`src/sv/b64d_pkg.sv`:
```
// b64d_pkg: shared types, character codes and the sextet mapping function
// for the base64 stream decoder. No dependencies.
`timescale 1ns / 1ps

package b64d_pkg;

    // depth of the group queue between front and back
    localparam int QUEUE_DEPTH = 2;

    // byte index of the third byte of a group
    localparam logic [1:0] LAST_BYTE_IDX = 2'd2;
    // group position of the fourth character
    localparam logic [1:0] LAST_GROUP_POS = 2'd3;

    // ascii codes of the alphabet limits
    localparam logic [7:0] CH_UPPER_A = 8'h41;
    localparam logic [7:0] CH_UPPER_Z = 8'h5A;
    localparam logic [7:0] CH_LOWER_A = 8'h61;
    localparam logic [7:0] CH_LOWER_Z = 8'h7A;
    localparam logic [7:0] CH_DIGIT_0 = 8'h30;
    localparam logic [7:0] CH_DIGIT_9 = 8'h39;
    localparam logic [7:0] CH_PLUS    = 8'h2B;
    localparam logic [7:0] CH_SLASH   = 8'h2F;
    localparam logic [7:0] CH_PAD     = 8'h3D;

    // sextet offsets of the lower-case and digit ranges
    localparam logic [7:0] OFS_LOWER = 8'd26;
    localparam logic [7:0] OFS_DIGIT = 8'd52;
    localparam logic [5:0] VAL_PLUS  = 6'd62;
    localparam logic [5:0] VAL_SLASH = 6'd63;

    typedef logic [5:0] sextet_t;

    // result of classifying one character
    typedef struct packed {
        logic    hit;
        sextet_t val;
    } map_t;

    // one decoded group as it travels through the queue
    typedef struct packed {
        logic       text_last;
        logic [7:0] b2;
        logic [7:0] b1;
        logic [7:0] b0;
    } group_t;

    // queue status seen by front and back
    typedef struct packed {
        logic full;
        logic empty;
    } q_status_t;

    // character to sextet; hit is low for characters outside the alphabet
    function automatic map_t map_char(logic [7:0] c);
        map_t       m;
        logic [7:0] t;
        m.hit = 1'b1;
        t     = '0;
        if (c >= CH_UPPER_A && c <= CH_UPPER_Z) begin
            t = c - CH_UPPER_A;
        end else if (c >= CH_LOWER_A && c <= CH_LOWER_Z) begin
            t = c - CH_LOWER_A + OFS_LOWER;
        end else if (c >= CH_DIGIT_0 && c <= CH_DIGIT_9) begin
            t = c - CH_DIGIT_0 + OFS_DIGIT;
        end else if (c == CH_PLUS) begin
            t = {2'b00, VAL_PLUS};
        end else if (c == CH_SLASH) begin
            t = {2'b00, VAL_SLASH};
        end else if (c == CH_PAD) begin
            t = '0;
        end else begin
            m.hit = 1'b0;
        end
        m.val = t[5:0];
        return m;
    endfunction

endpackage

```
`src/sv/b64d_front.sv`:
```
// b64d_front: accepts characters, maps them to sextets, keeps the group
// slots and position, and pushes a finished group of three bytes.
// Depends on b64d_pkg.
`timescale 1ns / 1ps

module b64d_front (
    input  logic                  aclk,
    input  logic                  aresetn,
    input  logic                  in_beat,
    input  logic [7:0]            code_char,
    input  logic                  end_of_text,
    output logic                  push,
    output b64d_pkg::group_t      push_data
);
    import b64d_pkg::*;

    logic [1:0] pos_reg, pos_next;
    sextet_t    slots_reg [4];
    map_t       m;
    sextet_t    s3;

    // classify the incoming character
    assign m  = map_char(code_char);
    assign s3 = m.hit ? m.val : slots_reg[3];

    // group completes on the fourth character
    assign push = in_beat && (pos_reg == LAST_GROUP_POS);

    // pack three bytes from the four sextets
    always_comb begin
        push_data.text_last = end_of_text;
        push_data.b0 = {slots_reg[0], slots_reg[1][5:4]};
        push_data.b1 = {slots_reg[1][3:0], slots_reg[2][5:2]};
        push_data.b2 = {slots_reg[2][1:0], s3};
    end

    // next group position
    always_comb begin
        pos_next = pos_reg;
        if (in_beat) begin
            if (end_of_text || pos_reg == LAST_GROUP_POS) begin
                pos_next = '0;
            end else begin
                pos_next = pos_reg + 2'd1;
            end
        end
    end

    // position and slot registers
    always_ff @(posedge aclk) begin
        if (!aresetn) begin
            pos_reg <= '0;
            for (int i = 0; i < 4; i++) begin
                slots_reg[i] <= '0;
            end
        end else begin
            pos_reg <= pos_next;
            if (in_beat && m.hit) begin
                slots_reg[pos_reg] <= m.val;
            end
        end
    end

    // a push only comes from an accepted fourth character
    a_push_src: assert property (@(posedge aclk) disable iff (!aresetn)
        push |-> in_beat && pos_reg == LAST_GROUP_POS)
        else $error("push without fourth character");

    // end of text always restarts the group
    a_eot_rst: assert property (@(posedge aclk) disable iff (!aresetn)
        in_beat && end_of_text |=> pos_reg == 2'd0)
        else $error("position not cleared after end of text");

    // position stays put while no character arrives
    a_pos_hold: assert property (@(posedge aclk) disable iff (!aresetn)
        !in_beat |=> pos_reg == $past(pos_reg))
        else $error("position moved without a character");

endmodule

```
`src/sv/b64d_queue.sv`:
```
// b64d_queue: short queue of decoded groups between front and back.
// Depends on b64d_pkg.
`timescale 1ns / 1ps

module b64d_queue #(
    parameter int DEPTH = b64d_pkg::QUEUE_DEPTH  // at least 2
) (
    input  logic                  aclk,
    input  logic                  aresetn,
    input  logic                  push,
    input  b64d_pkg::group_t      push_data,
    input  logic                  pop,
    output b64d_pkg::group_t      pop_data,
    output b64d_pkg::q_status_t   status
);
    import b64d_pkg::*;

    localparam int PW = $clog2(DEPTH);
    localparam int CW = $clog2(DEPTH + 1);
    localparam logic [PW-1:0] PTR_LAST = PW'(DEPTH - 1);
    localparam logic [CW-1:0] CNT_FULL = CW'(DEPTH);

    group_t        mem [DEPTH];
    logic [PW-1:0] wr_ptr_reg, rd_ptr_reg;
    logic [CW-1:0] cnt_reg;
    logic          do_push, do_pop;

    assign status.full  = (cnt_reg == CNT_FULL);
    assign status.empty = (cnt_reg == '0);
    assign do_push      = push && !status.full;
    assign do_pop       = pop && !status.empty;
    assign pop_data     = mem[rd_ptr_reg];

    // entry storage
    always_ff @(posedge aclk) begin
        if (do_push) begin
            mem[wr_ptr_reg] <= push_data;
        end
    end

    // pointers and fill count
    always_ff @(posedge aclk) begin
        if (!aresetn) begin
            wr_ptr_reg <= '0;
            rd_ptr_reg <= '0;
            cnt_reg    <= '0;
        end else begin
            if (do_push) begin
                wr_ptr_reg <= (wr_ptr_reg == PTR_LAST) ? '0 : wr_ptr_reg + 1'b1;
            end
            if (do_pop) begin
                rd_ptr_reg <= (rd_ptr_reg == PTR_LAST) ? '0 : rd_ptr_reg + 1'b1;
            end
            if (do_push && !do_pop) begin
                cnt_reg <= cnt_reg + 1'b1;
            end else if (do_pop && !do_push) begin
                cnt_reg <= cnt_reg - 1'b1;
            end
        end
    end

    // fill count never passes the depth
    a_cnt_max: assert property (@(posedge aclk) disable iff (!aresetn)
        cnt_reg <= CNT_FULL)
        else $error("queue over depth");

    // no push is lost: pushes arrive only when there is room
    a_no_drop: assert property (@(posedge aclk) disable iff (!aresetn)
        push |-> !status.full)
        else $error("push into full queue");

    // no pop from an empty queue
    a_no_under: assert property (@(posedge aclk) disable iff (!aresetn)
        pop |-> !status.empty)
        else $error("pop from empty queue");

endmodule

```
`src/sv/b64d_back.sv`:
```
// b64d_back: takes decoded groups from the queue and sends their three
// bytes out one beat at a time from an output register.
// Depends on b64d_pkg.
`timescale 1ns / 1ps

module b64d_back (
    input  logic                  aclk,
    input  logic                  aresetn,
    input  b64d_pkg::group_t      pop_data,
    input  b64d_pkg::q_status_t   q_status,
    output logic                  pop,
    output logic                  m_tvalid,
    input  logic                  m_tready,
    output logic [7:0]            m_tdata,   // data_byte
    output logic [0:0]            m_tuser,   // [0] group_last
    output logic                  m_tlast    // text_last
);
    import b64d_pkg::*;

    group_t     grp_reg;
    logic       busy_reg;
    logic [1:0] idx_reg;
    logic       out_beat;
    logic       third;

    assign third    = (idx_reg == LAST_BYTE_IDX);
    assign out_beat = busy_reg && m_tready;
    assign pop      = !q_status.empty && (!busy_reg || (m_tready && third));

    // byte select from the held group
    always_comb begin
        case (idx_reg)
            2'd0:    m_tdata = grp_reg.b0;
            2'd1:    m_tdata = grp_reg.b1;
            default: m_tdata = grp_reg.b2;
        endcase
    end

    assign m_tvalid   = busy_reg;
    assign m_tuser[0] = third;
    assign m_tlast    = third && grp_reg.text_last;

    // group register and byte counter
    always_ff @(posedge aclk) begin
        if (!aresetn) begin
            busy_reg <= 1'b0;
            idx_reg  <= '0;
        end else if (pop) begin
            busy_reg <= 1'b1;
            idx_reg  <= '0;
        end else if (out_beat) begin
            if (third) begin
                busy_reg <= 1'b0;
            end else begin
                idx_reg <= idx_reg + 2'd1;
            end
        end
    end

    always_ff @(posedge aclk) begin
        if (pop) begin
            grp_reg <= pop_data;
        end
    end

    // a new group loads only when the last one is done or finishing
    a_pop_ok: assert property (@(posedge aclk) disable iff (!aresetn)
        pop |-> !busy_reg || (m_tready && third))
        else $error("group overwritten before sent");

    // text end only on the third byte
    a_tlast_third: assert property (@(posedge aclk) disable iff (!aresetn)
        m_tlast |-> m_tuser[0])
        else $error("text_last off the third byte");

    // byte counter stays within a group
    a_idx_range: assert property (@(posedge aclk) disable iff (!aresetn)
        busy_reg |-> idx_reg != 2'd3)
        else $error("byte index out of range");

endmodule

```
`src/sv/base64_stream_decoder_top.sv`:
```
// base64_stream_decoder_top: base64 text in, decoded bytes out.
// Depends on b64d_pkg, b64d_front, b64d_queue, b64d_back.
//
//   channel  dir  tdata             tuser            tlast
//   s_       in   code_char[7:0]    -                end_of_text
//   m_       out  data_byte[7:0]    [0] group_last   text_last
//
// one character beat per cycle while the queue has room; four characters yield
// three byte beats; the first byte of a group follows its fourth character beat
// via the queue write, then the output group register when the back end is idle
// reset clears the group position, all four sextet slots and the group queue
// s_tready drops only while the group queue is full; the queue decouples the
// input from stalls on m_tready
`timescale 1ns / 1ps

module base64_stream_decoder_top #(
    parameter int Q_DEPTH = b64d_pkg::QUEUE_DEPTH  // at least 2
) (
    input  logic        aclk,
    input  logic        aresetn,
    input  logic        s_tvalid,
    output logic        s_tready,
    input  logic [7:0]  s_tdata,   // code_char
    input  logic        s_tlast,   // end_of_text
    output logic        m_tvalid,
    input  logic        m_tready,
    output logic [7:0]  m_tdata,   // data_byte
    output logic [0:0]  m_tuser,   // [0] group_last
    output logic        m_tlast    // text_last
);
    import b64d_pkg::*;

    logic      in_beat;
    logic      push;
    logic      pop;
    group_t    push_data;
    group_t    pop_data;
    q_status_t q_status;

    // input beat
    assign s_tready = !q_status.full;
    assign in_beat  = s_tvalid && s_tready;

    // character front end
    b64d_front u_front (
        .aclk        (aclk),
        .aresetn     (aresetn),
        .in_beat     (in_beat),
        .code_char   (s_tdata),
        .end_of_text (s_tlast),
        .push        (push),
        .push_data   (push_data)
    );

    // group queue
    b64d_queue #(
        .DEPTH (Q_DEPTH)
    ) u_queue (
        .aclk      (aclk),
        .aresetn   (aresetn),
        .push      (push),
        .push_data (push_data),
        .pop       (pop),
        .pop_data  (pop_data),
        .status    (q_status)
    );

    // byte serializer
    b64d_back u_back (
        .aclk     (aclk),
        .aresetn  (aresetn),
        .pop_data (pop_data),
        .q_status (q_status),
        .pop      (pop),
        .m_tvalid (m_tvalid),
        .m_tready (m_tready),
        .m_tdata  (m_tdata),
        .m_tuser  (m_tuser),
        .m_tlast  (m_tlast)
    );

endmodule
```
`config.mk`:
```
export PLATFORM = sky130hd
export DESIGN_NAME = base64_stream_decoder_top
export DESIGN_NICKNAME = d
export VERILOG_FILES = /design/src/sv/b64d_pkg.sv /design/src/sv/b64d_front.sv /design/src/sv/b64d_queue.sv /design/src/sv/b64d_back.sv /design/src/sv/base64_stream_decoder_top.sv
export SDC_FILE = /design/constraint.sdc
export NUM_CORES = 1
export LEC_CHECK = 0
export ABC_AREA = 1
export BUFFER_PORTS_ARGS = -buffer_cell sky130_fd_sc_hd__buf_4
export CORE_UTILIZATION = 53
export CTS_CLUSTER_DIAMETER = 40
export CTS_CLUSTER_SIZE = 8
export DETAILED_ROUTE_END_ITERATION = 12
export PLACE_DENSITY = 0.68
export SLEW_MARGIN = 20
export SYNTH_ARGS = -nofsm -noshare
export SYNTH_HDL_FRONTEND = slang
export SYNTH_HIERARCHICAL = 1
export SYNTH_SLANG_ARGS = --single-unit
```
`constraint.sdc`:
```
create_clock -name aclk -period 2.8 [get_ports aclk]
set_input_delay 0.42 -clock aclk [delete_from_list [all_inputs] [get_ports aclk]]
set_output_delay 0.42 -clock aclk [all_outputs]
set_load 0.01 [all_outputs]
```
=== Yosys cells after proc, flatten, opt, wreduce, memory -nomap -nowiden ===
Memories as Yosys holds them, arrays and structs flattened. A register that Yosys moved wholly into a read port is not among the register bits.
Index checks and enable logic that the tools add are counted.

* Register bits after elaboration: 9
* RAM bits: 74
* Output and inout bits: 12
* Memories: 2

* Add/subtract/negate cells: 11
* $lt $le $gt $ge: 6
* Eq/ne operators: 7
* Mux-type cells: 30
* Bitwise logic cells: 2
* Reductions and logical operators: 30

{| class="wikitable"
|+ Memory list
! name !! words !! width !! read ports !! clocked after memory_dff !! wr ports !! RTL line !! text
|-
| u_queue.mem || 2 || 25 || 1 || 1 || 1 || b64d_queue.sv:23 || <nowiki>group_t mem [DEPTH];</nowiki>
|-
| u_front.slots_reg || 4 || 6 || 4 || 0 || 4 || b64d_front.sv:18 || <nowiki>sextet_t slots_reg [4];</nowiki>
|}

{| class="wikitable"
|+ Operator list
! cell !! count
|-
| 6-bit 2-to-1 mux || 7
|-
| 8-bit by 6-bit == test with 1-bit output (second input constant) || 3
|-
| 1-bit 2-to-1 mux || 18
|-
| 8-bit by 7-bit greater-or-equal comparator with 1-bit output (second input constant) || 2
|-
| 8-bit by 7-bit <= comparator with 1-bit output (second input constant) || 2
|-
| 8-bit case mux with 2 select lines || 1
|-
| 1-bit logical AND || 14
|-
| 6-bit subtractor (second input constant) || 2
|-
| 8-bit by 6-bit greater-or-equal comparator with 1-bit output (second input constant) || 1
|-
| 8-bit by 6-bit <= comparator with 1-bit output (second input constant) || 1
|-
| 2-bit 2-to-1 mux || 4
|-
| 2-bit by 1-bit adder with 2-bit output (second input constant) || 3
|-
| 6-bit by 5-bit adder with 6-bit output (second input constant) || 1
|-
| 6-bit adder (second input constant) || 1
|-
| 2-bit == test (second input constant) || 3
|-
| 2-bit nonzero test || 3
|-
| 6-bit OR reduction || 1
|-
| 6-bit by 1-bit subtractor with 6-bit output (second input constant) || 1
|-
| 1-bit logical NOT || 5
|-
| 2-bit logical NOT || 2
|-
| 2-bit AND reduction || 2
|-
| 1-bit adder (second input constant) || 2
|-
| 2-bit by 1-bit == test with 1-bit output (second input constant) || 1
|-
| 1-bit logical OR || 2
|-
| 3 further kinds || 4
|}

=== Depth between registers and ports, before layout ===
Gate-level depths: netlist of the first run.

* Word-level depth: 13
* Depth in mapped cells: 16
* Mapped depth without buffers: 16

=== Cells and area by module ===
The synthesis of the first run kept the hierarchy.

{| class="wikitable"
|+ Modules (own cells, without submodules)
! module !! instances !! cells each !! area an instance (sq um)
|-
| b64d_queue || 1 || 116 || 2154.6
|-
| b64d_front || 1 || 214 || 1760.4
|-
| b64d_back || 1 || 90 || 1118.6
|-
| base64_stream_decoder_top || 1 || 3 || 13.8
|}

=== Worst setup path after synthesis of the first run ===
No wires, ideal clock.

* Path kind: reg-to-reg
* Start: register u_back.idx_reg[0]
* End: register u_queue.cnt_reg[1]
* Arrival: 2258 ps
* Data required time: 2736 ps
* Setup slack: 478 ps
* Cell stages (with the launch flop): 16
* Buffers on the path: 0
* Clock period less this slack: 2322 ps
* Cells stage by stage: dfxtp_1 -> inv_1 -> ha_1 -> nand2_1 -> nand2_2 -> nand2_1 -> inv_1 -> inv_1 -> nor2_1 -> inv_1 -> ha_1 -> inv_1 -> nand3_1 -> nand2_1 -> inv_1 -> nor2_1

* Word-level cells in the longest chain between the ends: 8
* Elaborated cells between the ends (all ways): 10
* Classes of those cells: eq/ne: 1; mux: 1; reduce/logical: 8

{| class="wikitable"
|+ Ends and longest elaborated chain
! item !! RTL line !! text
|-
| start, declared || b64d_back.sv:22 || <nowiki>logic [1:0] idx_reg;</nowiki>
|-
| start signal, assigned || b64d_back.sv:55 || <nowiki>idx_reg <= idx_reg + 2'd1;</nowiki>
|-
| 2-bit == test * || b64d_back.sv:26 || <nowiki>assign third = (idx_reg == LAST_BYTE_IDX);</nowiki>
|-
| via m_tuser || base64_stream_decoder_top.sv:28 || <nowiki>output logic [0:0] m_tuser,</nowiki>
|-
| 1-bit logical AND * || b64d_back.sv:28 || <nowiki>assign pop = !q_status.empty && (!busy_reg || (m_tready && third));</nowiki>
|-
| 1-bit logical OR * || b64d_back.sv:28 ||
|-
| 1-bit logical AND * || b64d_back.sv:28 ||
|-
| via pop || base64_stream_decoder_top.sv:35 || <nowiki>logic pop;</nowiki>
|-
| 1-bit logical AND * || b64d_queue.sv:31 || <nowiki>assign do_pop = pop && !status.empty;</nowiki>
|-
| 1-bit logical NOT || b64d_queue.sv:54 || <nowiki>if (do_push && !do_pop) begin</nowiki>
|-
| 1-bit logical AND || b64d_queue.sv:54 ||
|-
| 2-bit 2-to-1 mux / 2-bit nonzero test (equally long branches) || - ||
|-
| end signal, assigned || b64d_queue.sv:55 || <nowiki>cnt_reg <= cnt_reg + 1'b1;</nowiki>
|-
| end signal, assigned || b64d_queue.sv:57 || <nowiki>cnt_reg <= cnt_reg - 1'b1;</nowiki>
|-
| end, declared || b64d_queue.sv:25 || <nowiki>logic [CW-1:0] cnt_reg;</nowiki>
|}

Mark *: on every way through the listed nets, which the timed path passes. The rest lies on a longest branch.
A chain may end at the register's enable or synchronous reset.

==> impl_metrics.prom, run 1 <==
# TYPE chip_impl_metric gauge
chip_impl_metric{name="fin_worst_skew",unit="ps"} 10.13
chip_impl_metric{name="post-layout-total-power",unit="mW"} 2.779
chip_impl_metric{name="timing.critical_path.required",unit="ps"} 2850
chip_impl_metric{name="seq_power_share",unit=""} 0.648
chip_impl_metric{name="mappedNetlistNets",unit=""} 449
chip_impl_metric{name="routed-wl-met2",unit="um"} 4055
chip_impl_metric{name="dr.first_iter.drc_count",unit=""} 107
chip_impl_info{name="hp-start",value="s_tlast"} 1
chip_impl_metric{name="metal_1_wl",unit="um"} 3686
chip_impl_metric{name="vdd_ir_drop_max",unit="mV"} 0.2404
chip_impl_metric{name="drive_gt1_frac",unit=""} 0.1947
chip_impl_metric{name="netSwitchingFraction",unit=""} 0.2216
chip_impl_info{name="route.top_layer_used",value="met4"} 1
chip_impl_metric{name="drv_cap",unit=""} 0
chip_impl_info{name="clock_tree.root_cell",value="clkbuf_8"} 1
chip_impl_metric{name="clock_latency_late_sink",unit="ps"} 360
chip_impl_info{name="ys_top_cells_by_area",value="edfxtp_1 (59%), nand2_1 (6.3%), mux2_4 (5.9%), dfxtp_1 (4.0%), inv_1 (3.6%)"} 1
chip_impl_metric{name="detail_route.drc_violations",unit=""} 0
chip_impl_info{name="cts_tree",value="done"} 1
chip_impl_metric{name="die-area",unit="um^2"} 9917
chip_impl_metric{name="detailroute.wirelength.met3",unit="um"} 286
chip_impl_metric{name="dr_total_vias",unit=""} 2927
chip_impl_metric{name="clock_power_share",unit=""} 0.293
chip_impl_metric{name="pre_cts_ws",unit="ps"} 293.3
chip_impl_metric{name="grt_max_degree",unit=""} 26
chip_impl_metric{name="globalplace.congestion",unit=""} 0.9398
chip_impl_metric{name="hold_path_depth",unit=""} 1
chip_impl_info{name="cp-end-kind",value="register"} 1
chip_impl_metric{name="clk_pin_slew",unit="ps"} 100
chip_impl_metric{name="p_int",unit="mW"} 2.163
chip_impl_metric{name="synth_seq_cells",unit=""} 109
chip_impl_metric{name="finalWirelength",unit="um"} 8175
chip_impl_metric{name="synth-seq-area-share",unit=""} 0.6287
chip_impl_metric{name="synth_fa_ha_area_frac",unit=""} 0.03223
chip_impl_info{name="criticalPathCategory",value="input pin to register"} 1
chip_impl_metric{name="dp_cells",unit=""} 570
chip_impl_info{name="run_status",value="completed"} 1
chip_impl_metric{name="antenna-diode-count",unit=""} 0
chip_impl_metric{name="p_leak",unit="nW"} 2.144
chip_impl_metric{name="holdBufCountCts",unit=""} 0
chip_impl_metric{name="worst_slew_pin_tran",unit="ps"} 549.4
chip_impl_info{name="synth_commonest_cells",value="edfxtp_1 (99), nand2_1 (85), inv_1 (49), nor2_1 (46), nand3_1 (25)"} 1
chip_impl_metric{name="cts-buffers-inserted",unit=""} 9
chip_impl_metric{name="postCtsSetupRepairBufs",unit=""} 0
chip_impl_metric{name="finish.net_count",unit=""} 478
chip_impl_metric{name="route.detailed.vias_per_inst",unit=""} 4.995
chip_impl_info{name="rsz0062_at_grt",value="no"} 1
chip_impl_info{name="postSynth.topFlopCell",value="edfxtp_1"} 1
chip_impl_metric{name="synth-simple-area-share",unit=""} 0.1740
chip_impl_metric{name="antenna_violations_before_repair",unit=""} 0
chip_impl_metric{name="power_density",unit="nW/um^2"} 507.1
chip_impl_info{name="timing.hold.worst.class",value="input pin to register"} 1
chip_impl_info{name="hold_path_end",value="u_queue/mem[0][24]"} 1
chip_impl_info{name="main_combinational_cell_family_by_area_after_synthesis",value="simple AND/OR/NAND/NOR gates"} 1
chip_impl_metric{name="report.final.slew_viol_count",unit=""} 0
chip_impl_metric{name="worst_slew_margin_rel",unit=""} 0.6337
chip_impl_metric{name="share_of_flip_flops_with_an_asynchronous_set_or_reset",unit=""} 0
chip_impl_metric{name="max_freq",unit="MHz"} 465.9
chip_impl_metric{name="grt_overflow",unit=""} 0
chip_impl_metric{name="total_area_of_multi_input_combinational_cells",unit="um^2"} 1575
chip_impl_metric{name="netSwitchingPower",unit="mW"} 0.6158
chip_impl_info{name="worst_r2r_startpoint",value="u_back/idx_reg[0]"} 1
chip_impl_metric{name="coreArea",unit="um^2"} 9240
chip_impl_metric{name="cts.sink_count",unit=""} 109
chip_impl_metric{name="number_of_placement_rows",unit=""} 35
chip_impl_metric{name="synthMuxAreaShare",unit=""} 0.07065
chip_impl_metric{name="largest_register_ffs",unit=""} 50
chip_impl_metric{name="p_comb_frac",unit=""} 0.059
chip_impl_metric{name="first_pass_iters",unit=""} 4
chip_impl_metric{name="ff2ff_path_depth",unit=""} 15
chip_impl_info{name="synth_most_common_cell",value="edfxtp_1"} 1
chip_impl_metric{name="routed_wire_length_per_instance",unit="um"} 13.95
chip_impl_metric{name="post_synth_inst_count",unit=""} 423
chip_impl_metric{name="port_buffers",unit=""} 24
chip_impl_metric{name="vias_in_the_first_global_route",unit=""} 2806
chip_impl_metric{name="syn_avg_cell_area",unit="um^2"} 11.93
chip_impl_metric{name="post_synth_xor_area_fraction",unit=""} 0.008676
chip_impl_metric{name="grt_util_all_layers",unit=""} 0.1793
chip_impl_metric{name="stdcell_count",unit=""} 586
chip_impl_metric{name="synth_compound_area_frac",unit=""} 0.02553
chip_impl_metric{name="post_synth_design_cell_area",unit="um^2"} 5047
chip_impl_metric{name="worst-path-max-fanout",unit=""} 11
chip_impl_metric{name="post_synth_num_cell_types",unit=""} 32
chip_impl_metric{name="worst_slack_setup_final",unit="ps"} 653.8
chip_impl_metric{name="cts-htree-levels",unit=""} 3
chip_impl_metric{name="sequential_cell_area",unit="um^2"} 3173
chip_impl_metric{name="die-height",unit="um"} 99.59
chip_impl_metric{name="layout-area-overhead-vs-synth",unit="%"} 8.577
chip_impl_metric{name="post_cts_repair_resize_count",unit=""} 0
chip_impl_metric{name="setup_tns",unit="ps"} 0
chip_impl_metric{name="die_w",unit="um"} 99.59
chip_impl_metric{name="ff2ff_setup_slack",unit="ps"} 810
chip_impl_metric{name="hold_violations",unit=""} 0
chip_impl_metric{name="critPathArrivalTime",unit="ps"} 2190
chip_impl_metric{name="grt_pass1_wl",unit="um"} 13230
chip_impl_metric{name="finalSetupViolations",unit=""} 0
chip_impl_metric{name="clock_tree.buffer_depth",unit=""} 2
chip_impl_info{name="synth.largest_area_cell",value="edfxtp_1"} 1
chip_impl_info{name="timing.rr.end",value="u_queue/cnt_reg[1]"} 1
chip_impl_metric{name="synth_edf_count",unit=""} 99
chip_impl_metric{name="final.period_utilization",unit=""} 0.7665
chip_impl_metric{name="top_level_ports",unit=""} 25
chip_impl_metric{name="detailedPlacementHpwl",unit="um"} 5931
chip_impl_metric{name="synth-warning-count",unit=""} 6
chip_impl_metric{name="antenna_violating_nets_post_route",unit=""} 0
chip_impl_metric{name="fillCellCount",unit=""} 732
chip_impl_info{name="crit_path_start_kind",value="input pin"} 1
chip_impl_metric{name="finalCriticalPeriod",unit="ps"} 2146
chip_impl_metric{name="start_util",unit=""} 0.5462
chip_impl_metric{name="yosys.area.top_type_share",unit=""} 0.5890
-- per-layer routing --
layer	vias to the layer above	GRT usage
li1	1493	-
met1	1368	0.2206
met2	53	0.3098
met3	13	0.03654
met4	0	0.07353
met5	-	0
-- metrics by stage --
step / instance area [um^2] / util / hold slack [ps]
6_report: 5480 / 0.5931 / 253.8
2_1_floorplan: 5047 / - / 421.5
5_1_grt: 5480 / 0.5931 / 230.1
3_3_place_gp: 5315 / 0.5752 / 427.3
3_5_place_dp: 5315 / 0.5752 / 433.7
4_1_cts: 5480 / 0.5931 / 232.0
-- worst max-delay path: stages --
cell and delay, ps:
buf_4 130, inv_1 100, ha_1 250, nand2_1 120, nor2_1 50, inv_1 70, nor2_1 40, nor2_1 140
nand2_1 120, nand3_2 240, nand4_2 220, nand2_1 270
-- cell families (layout without fill, tap and decap cells) --
kind of cell	Yosys count	count (layout)
and+or+nand+nor	185	185
DFF	109	109
buffers and inverters	61	95
AOI/OAI and AO/OA	25	25
muxes	25	25
adders and majority gates	13	13
xor gates and xnor gates	5	5
-- cell type report --
| cell class | count | share of cell area |
|---|---|---|
| sequential | 109 | 0.5790 |
| multi-input combinational | 253 | 0.2874 |
| timing repair buffer | 29 | 0.03973 |
| inverter | 50 | 0.03425 |
| tap | 129 | 0.02945 |
| clock buffer | 10 | 0.02329 |
| clock inverter | 6 | 0.006849 |
-- worst max path at each step --
stage / startpoint / end / slack, ps / cells past startpoint
floorplan: u_back/idx_reg[0] / u_queue/cnt_reg[1] / 480 / 15
global placement: s_tdata[2] / u_front/slots_reg[0][4] / 320 / 12
detailed placement: s_tdata[2] / u_front/slots_reg[0][4] / 290 / 12
CTS: u_back/idx_reg[0] / m_tdata[4] / 610 / 6
global route: s_tdata[2] / u_front/slots_reg[0][1] / 480 / 12
finish: s_tdata[2] / u_front/slots_reg[0][1] / 650 / 12
-- placed cells by master, fill, tap and decap left out, types with 2 or more instances in the layout --
cell type / n
xor2_1: 5
nand2_1: 85
ha_1: 13
nand3_2: 2
inv_1: 49
nand4_1: 6
dfxtp_1: 10
clkinvlp_4: 2
buf_4: 29
mux2_4: 20
edfxtp_1: 99
nand2_2: 3
nor2_1: 44
clkinv_2: 2
mux2_2: 5
clkbuf_8: 9
nor2_4: 5
o21ai_0: 13
nor2_2: 4
nand3b_1: 3
nor3_1: 2
nand3_1: 25
a21oi_1: 11
-- power groups by stage --
stage	clock network, mW	registers, mW	logic, mW
floorplan	0	1.83	0.114
global placement	0	1.84	0.162
detailed placement	0	1.84	0.164
CTS	0.847	1.80	0.164
global route	0.906	1.80	0.184
finish	0.815	1.80	0.163
Power figures use the tool's default switching activity.
==> run 2, diff against run 1 <==
Settings changed: ABC_AREA 1 to 0, PLACE_DENSITY 0.68 to 0.71.
Clock period 2.8 ns to 1.9 ns, I/O delays scaled along.
==> run 2 against run 1 <==
Via count fell by 1.2%; clock skew grew 5.7 ps; die area is 3.8% lower; register-to-register slack lost 670 ps; synthesized cell count fell by 18%; critical path type unchanged; combinational power increased by 96%.
==> impl_metrics.prom, run 2 <==
# TYPE chip_impl_metric gauge
chip_impl_info{name="run_status",value="completed"} 1
chip_impl_metric{name="share_of_flip_flops_with_an_asynchronous_set_or_reset",unit=""} 0
chip_impl_metric{name="antenna_violations_before_repair",unit=""} 0
chip_impl_metric{name="clk_pin_slew",unit="ps"} 110
chip_impl_metric{name="critPathArrivalTime",unit="ps"} 2020
chip_impl_metric{name="detail_route.drc_violations",unit=""} 0
chip_impl_metric{name="routed-wl-met2",unit="um"} 4491
chip_impl_metric{name="setup_tns",unit="ps"} 0
chip_impl_metric{name="stdcell_count",unit=""} 528
chip_impl_metric{name="worst-path-max-fanout",unit=""} 7
chip_impl_metric{name="timing.critical_path.required",unit="ps"} 2050
chip_impl_metric{name="drive_gt1_frac",unit=""} 0.3714
chip_impl_metric{name="number_of_placement_rows",unit=""} 34
chip_impl_metric{name="ff2ff_path_depth",unit=""} 8
chip_impl_metric{name="port_buffers",unit=""} 24
chip_impl_metric{name="start_util",unit=""} 0.5509
chip_impl_metric{name="holdBufCountCts",unit=""} 0
chip_impl_metric{name="post-layout-total-power",unit="mW"} 4.398
chip_impl_metric{name="antenna_violating_nets_post_route",unit=""} 0
chip_impl_metric{name="grt_overflow",unit=""} 0
chip_impl_info{name="criticalPathCategory",value="input pin to register"} 1
chip_impl_metric{name="cts-buffers-inserted",unit=""} 9
chip_impl_metric{name="fin_worst_skew",unit="ps"} 15.82
chip_impl_metric{name="worst_slew_margin_rel",unit=""} 0.7417
chip_impl_metric{name="dr.first_iter.drc_count",unit=""} 178
chip_impl_metric{name="final.period_utilization",unit=""} 0.9832
chip_impl_metric{name="dr_total_vias",unit=""} 2892
chip_impl_info{name="route.top_layer_used",value="met4"} 1
chip_impl_info{name="synth.largest_area_cell",value="edfxtp_1"} 1
chip_impl_metric{name="detailroute.wirelength.met3",unit="um"} 326
chip_impl_metric{name="metal_1_wl",unit="um"} 3992
chip_impl_metric{name="yosys.area.top_type_share",unit=""} 0.6128
chip_impl_metric{name="detailedPlacementHpwl",unit="um"} 6309
chip_impl_metric{name="hold_path_depth",unit=""} 1
chip_impl_info{name="cp-end-kind",value="register"} 1
chip_impl_metric{name="synth-warning-count",unit=""} 6
chip_impl_metric{name="synth_seq_cells",unit=""} 109
chip_impl_metric{name="post_synth_inst_count",unit=""} 345
chip_impl_metric{name="antenna-diode-count",unit=""} 0
chip_impl_metric{name="grt_util_all_layers",unit=""} 0.1996
chip_impl_metric{name="post-route-util",unit=""} 0.6694
chip_impl_metric{name="coreArea",unit="um^2"} 8806
chip_impl_metric{name="die_w",unit="um"} 97.67
chip_impl_metric{name="drv_cap",unit=""} 0
chip_impl_metric{name="dp_cells",unit=""} 509
chip_impl_metric{name="finalSetupViolations",unit=""} 0
chip_impl_metric{name="synth_edf_count",unit=""} 99
chip_impl_metric{name="hold_violations",unit=""} 0
chip_impl_metric{name="max_freq",unit="MHz"} 535.3
chip_impl_metric{name="report.final.slew_viol_count",unit=""} 0
chip_impl_metric{name="power_density",unit="nW/um^2"} 746.2
chip_impl_info{name="timing.hold.worst.class",value="input pin to register"} 1
chip_impl_metric{name="grt_pass1_wl",unit="um"} 14490
chip_impl_metric{name="cts-htree-levels",unit=""} 3
chip_impl_metric{name="grt_max_degree",unit=""} 27
chip_impl_metric{name="top_level_ports",unit=""} 25
chip_impl_info{name="postSynth.topFlopCell",value="edfxtp_1"} 1
chip_impl_metric{name="finish.net_count",unit=""} 441
chip_impl_info{name="clock_tree.root_cell",value="clkbuf_8"} 1
chip_impl_metric{name="routed_wire_length_per_instance",unit="um"} 16.81
chip_impl_info{name="ys_top_cells_by_area",value="edfxtp_1 (61%), mux2_2 (5.8%), dfxtp_1 (4.1%), ha_1 (3.4%), nand2_1 (1.9%)"} 1
chip_impl_metric{name="mappedNetlistNets",unit=""} 371
chip_impl_metric{name="post_synth_design_cell_area",unit="um^2"} 4851
chip_impl_metric{name="syn_avg_cell_area",unit="um^2"} 14.06
chip_impl_metric{name="die-height",unit="um"} 97.67
chip_impl_metric{name="route.detailed.vias_per_inst",unit=""} 5.477
chip_impl_metric{name="clock_tree.buffer_depth",unit=""} 2
chip_impl_info{name="cts_tree",value="done"} 1
chip_impl_info{name="final_common_cell",value="edfxtp_1"} 1
chip_impl_metric{name="layout-area-overhead-vs-synth",unit="%"} 21.51
chip_impl_metric{name="vdd_ir_drop_max",unit="mV"} 0.3793
chip_impl_metric{name="first_pass_iters",unit=""} 4
chip_impl_info{name="synth_most_common_cell",value="edfxtp_1"} 1
chip_impl_metric{name="globalplace.congestion",unit=""} 0.8566
chip_impl_metric{name="largest_register_ffs",unit=""} 50
chip_impl_metric{name="post_synth_num_cell_types",unit=""} 53
chip_impl_info{name="crit_path_start_kind",value="input pin"} 1
chip_impl_metric{name="finalWirelength",unit="um"} 8876
chip_impl_metric{name="finalCriticalPeriod",unit="ps"} 1868
chip_impl_metric{name="p_leak",unit="nW"} 2.098
chip_impl_metric{name="die-area",unit="um^2"} 9539
chip_impl_metric{name="cts.sink_count",unit=""} 109
chip_impl_metric{name="synth-seq-area-share",unit=""} 0.6541
chip_impl_info{name="synth_commonest_cells",value="edfxtp_1 (99), mux2_2 (25), nand2_1 (25), nor2_1 (15), nor3_1 (15)"} 1
chip_impl_info{name="most_frequent_cells_in_the_layout",value="edfxtp_1 (99), buf_4 (70), mux2_2 (25), nand2_1 (24), nor2_1 (15)"} 1
chip_impl_metric{name="vias_in_the_first_global_route",unit=""} 2854
chip_impl_info{name="rsz0062_at_grt",value="yes"} 1
chip_impl_metric{name="worst_slew_pin_tran",unit="ps"} 386.0
chip_impl_metric{name="clock_latency_late_sink",unit="ps"} 360
run 2: timing repair:
item,CTS,global route
endpoints found under the setup margin,9,12
setup buffers,2,1
pin swaps,1,5
gates resized for setup,6,10
run 2: per-stage QoR:
stage / area [um^2] / hold WS [ps] / setup WS [ps]
after floorplan: 5002 / 402.8 / -257.8
after global placement: 5587 / 427.4 / -290.0
after detailed placement: 5587 / 439.9 / -325.5
after CTS: 5839 / 91.67 / 8.969
after global routing: 5894 / 95.66 / -46.09
final: 5894 / 116.6 / 31.92
run 2: worst paths after layout:
kind	from	endpoint	slack [ps]
worst max register to register	u_back/idx_reg[1]	u_queue/cnt_reg[1]	140
worst max-delay path	s_tdata[1]	u_front/slots_reg[3][3]	30
worst min register to register	u_front/slots_reg[0][5]	u_queue/mem[1][7]	450
worst min-delay path	s_tlast	u_queue/mem[1][24]	120
run 2: cell type report:
type                    instances  area [um^2]
multi-input cells             209         1707
repair buffers                 75        608.1
flip-flops and latches        109         3179
well taps                     108        135.1
fillers                       618         2912
clock buffers                   9        123.9
inverters                      11        48.80
clock inverters                 7        92.59
run 2: per-layer routing:
| metal | vias to the layer above | global-route usage |
|---|---|---|
| met1 | 1374 | 0.2556 |
| met3 | 4 | 0.03381 |
| met5 | - | 0 |
| met2 | 72 | 0.3464 |
| li1 | 1442 | - |
| met4 | 0 | 0.06294 |
run 2: cell families (layout without fill, tap and decap cells):
kind of cell | after synthesis | after routing | share of synthesized area
AO/OA/AOI/OAI | 60 | 60 | 0.09079
XOR/XNOR | 6 | 6 | 0.01083
adder cells (fa/ha/maj) | 13 | 13 | 0.03353
buffers and inverters | 27 | 102 | 0.02992
flip-flops | 109 | 109 | 0.6541
multiplexers | 28 | 28 | 0.06423
AND/OR/NAND/NOR | 102 | 102 | 0.1166
run 2: report_power, final:
group	switching [mW]	total (mW)	internal [mW]	leakage, nW
Sequential	0.0153	2.64	2.63	1.00
Combinational	0.171	0.319	0.148	0.987
Clock	0.795	1.43	0.639	0.107
Total	0.982	4.40	3.42	2.10
run 2: worst max-delay path, cell delays in order:
cell and delay (ps):
buf_4 120, inv_1 80, ha_1 170, and4bb_4 250, nor3b_4 210, buf_4 170
nand3_1 70, a32o_2 320, a211oi_1 330
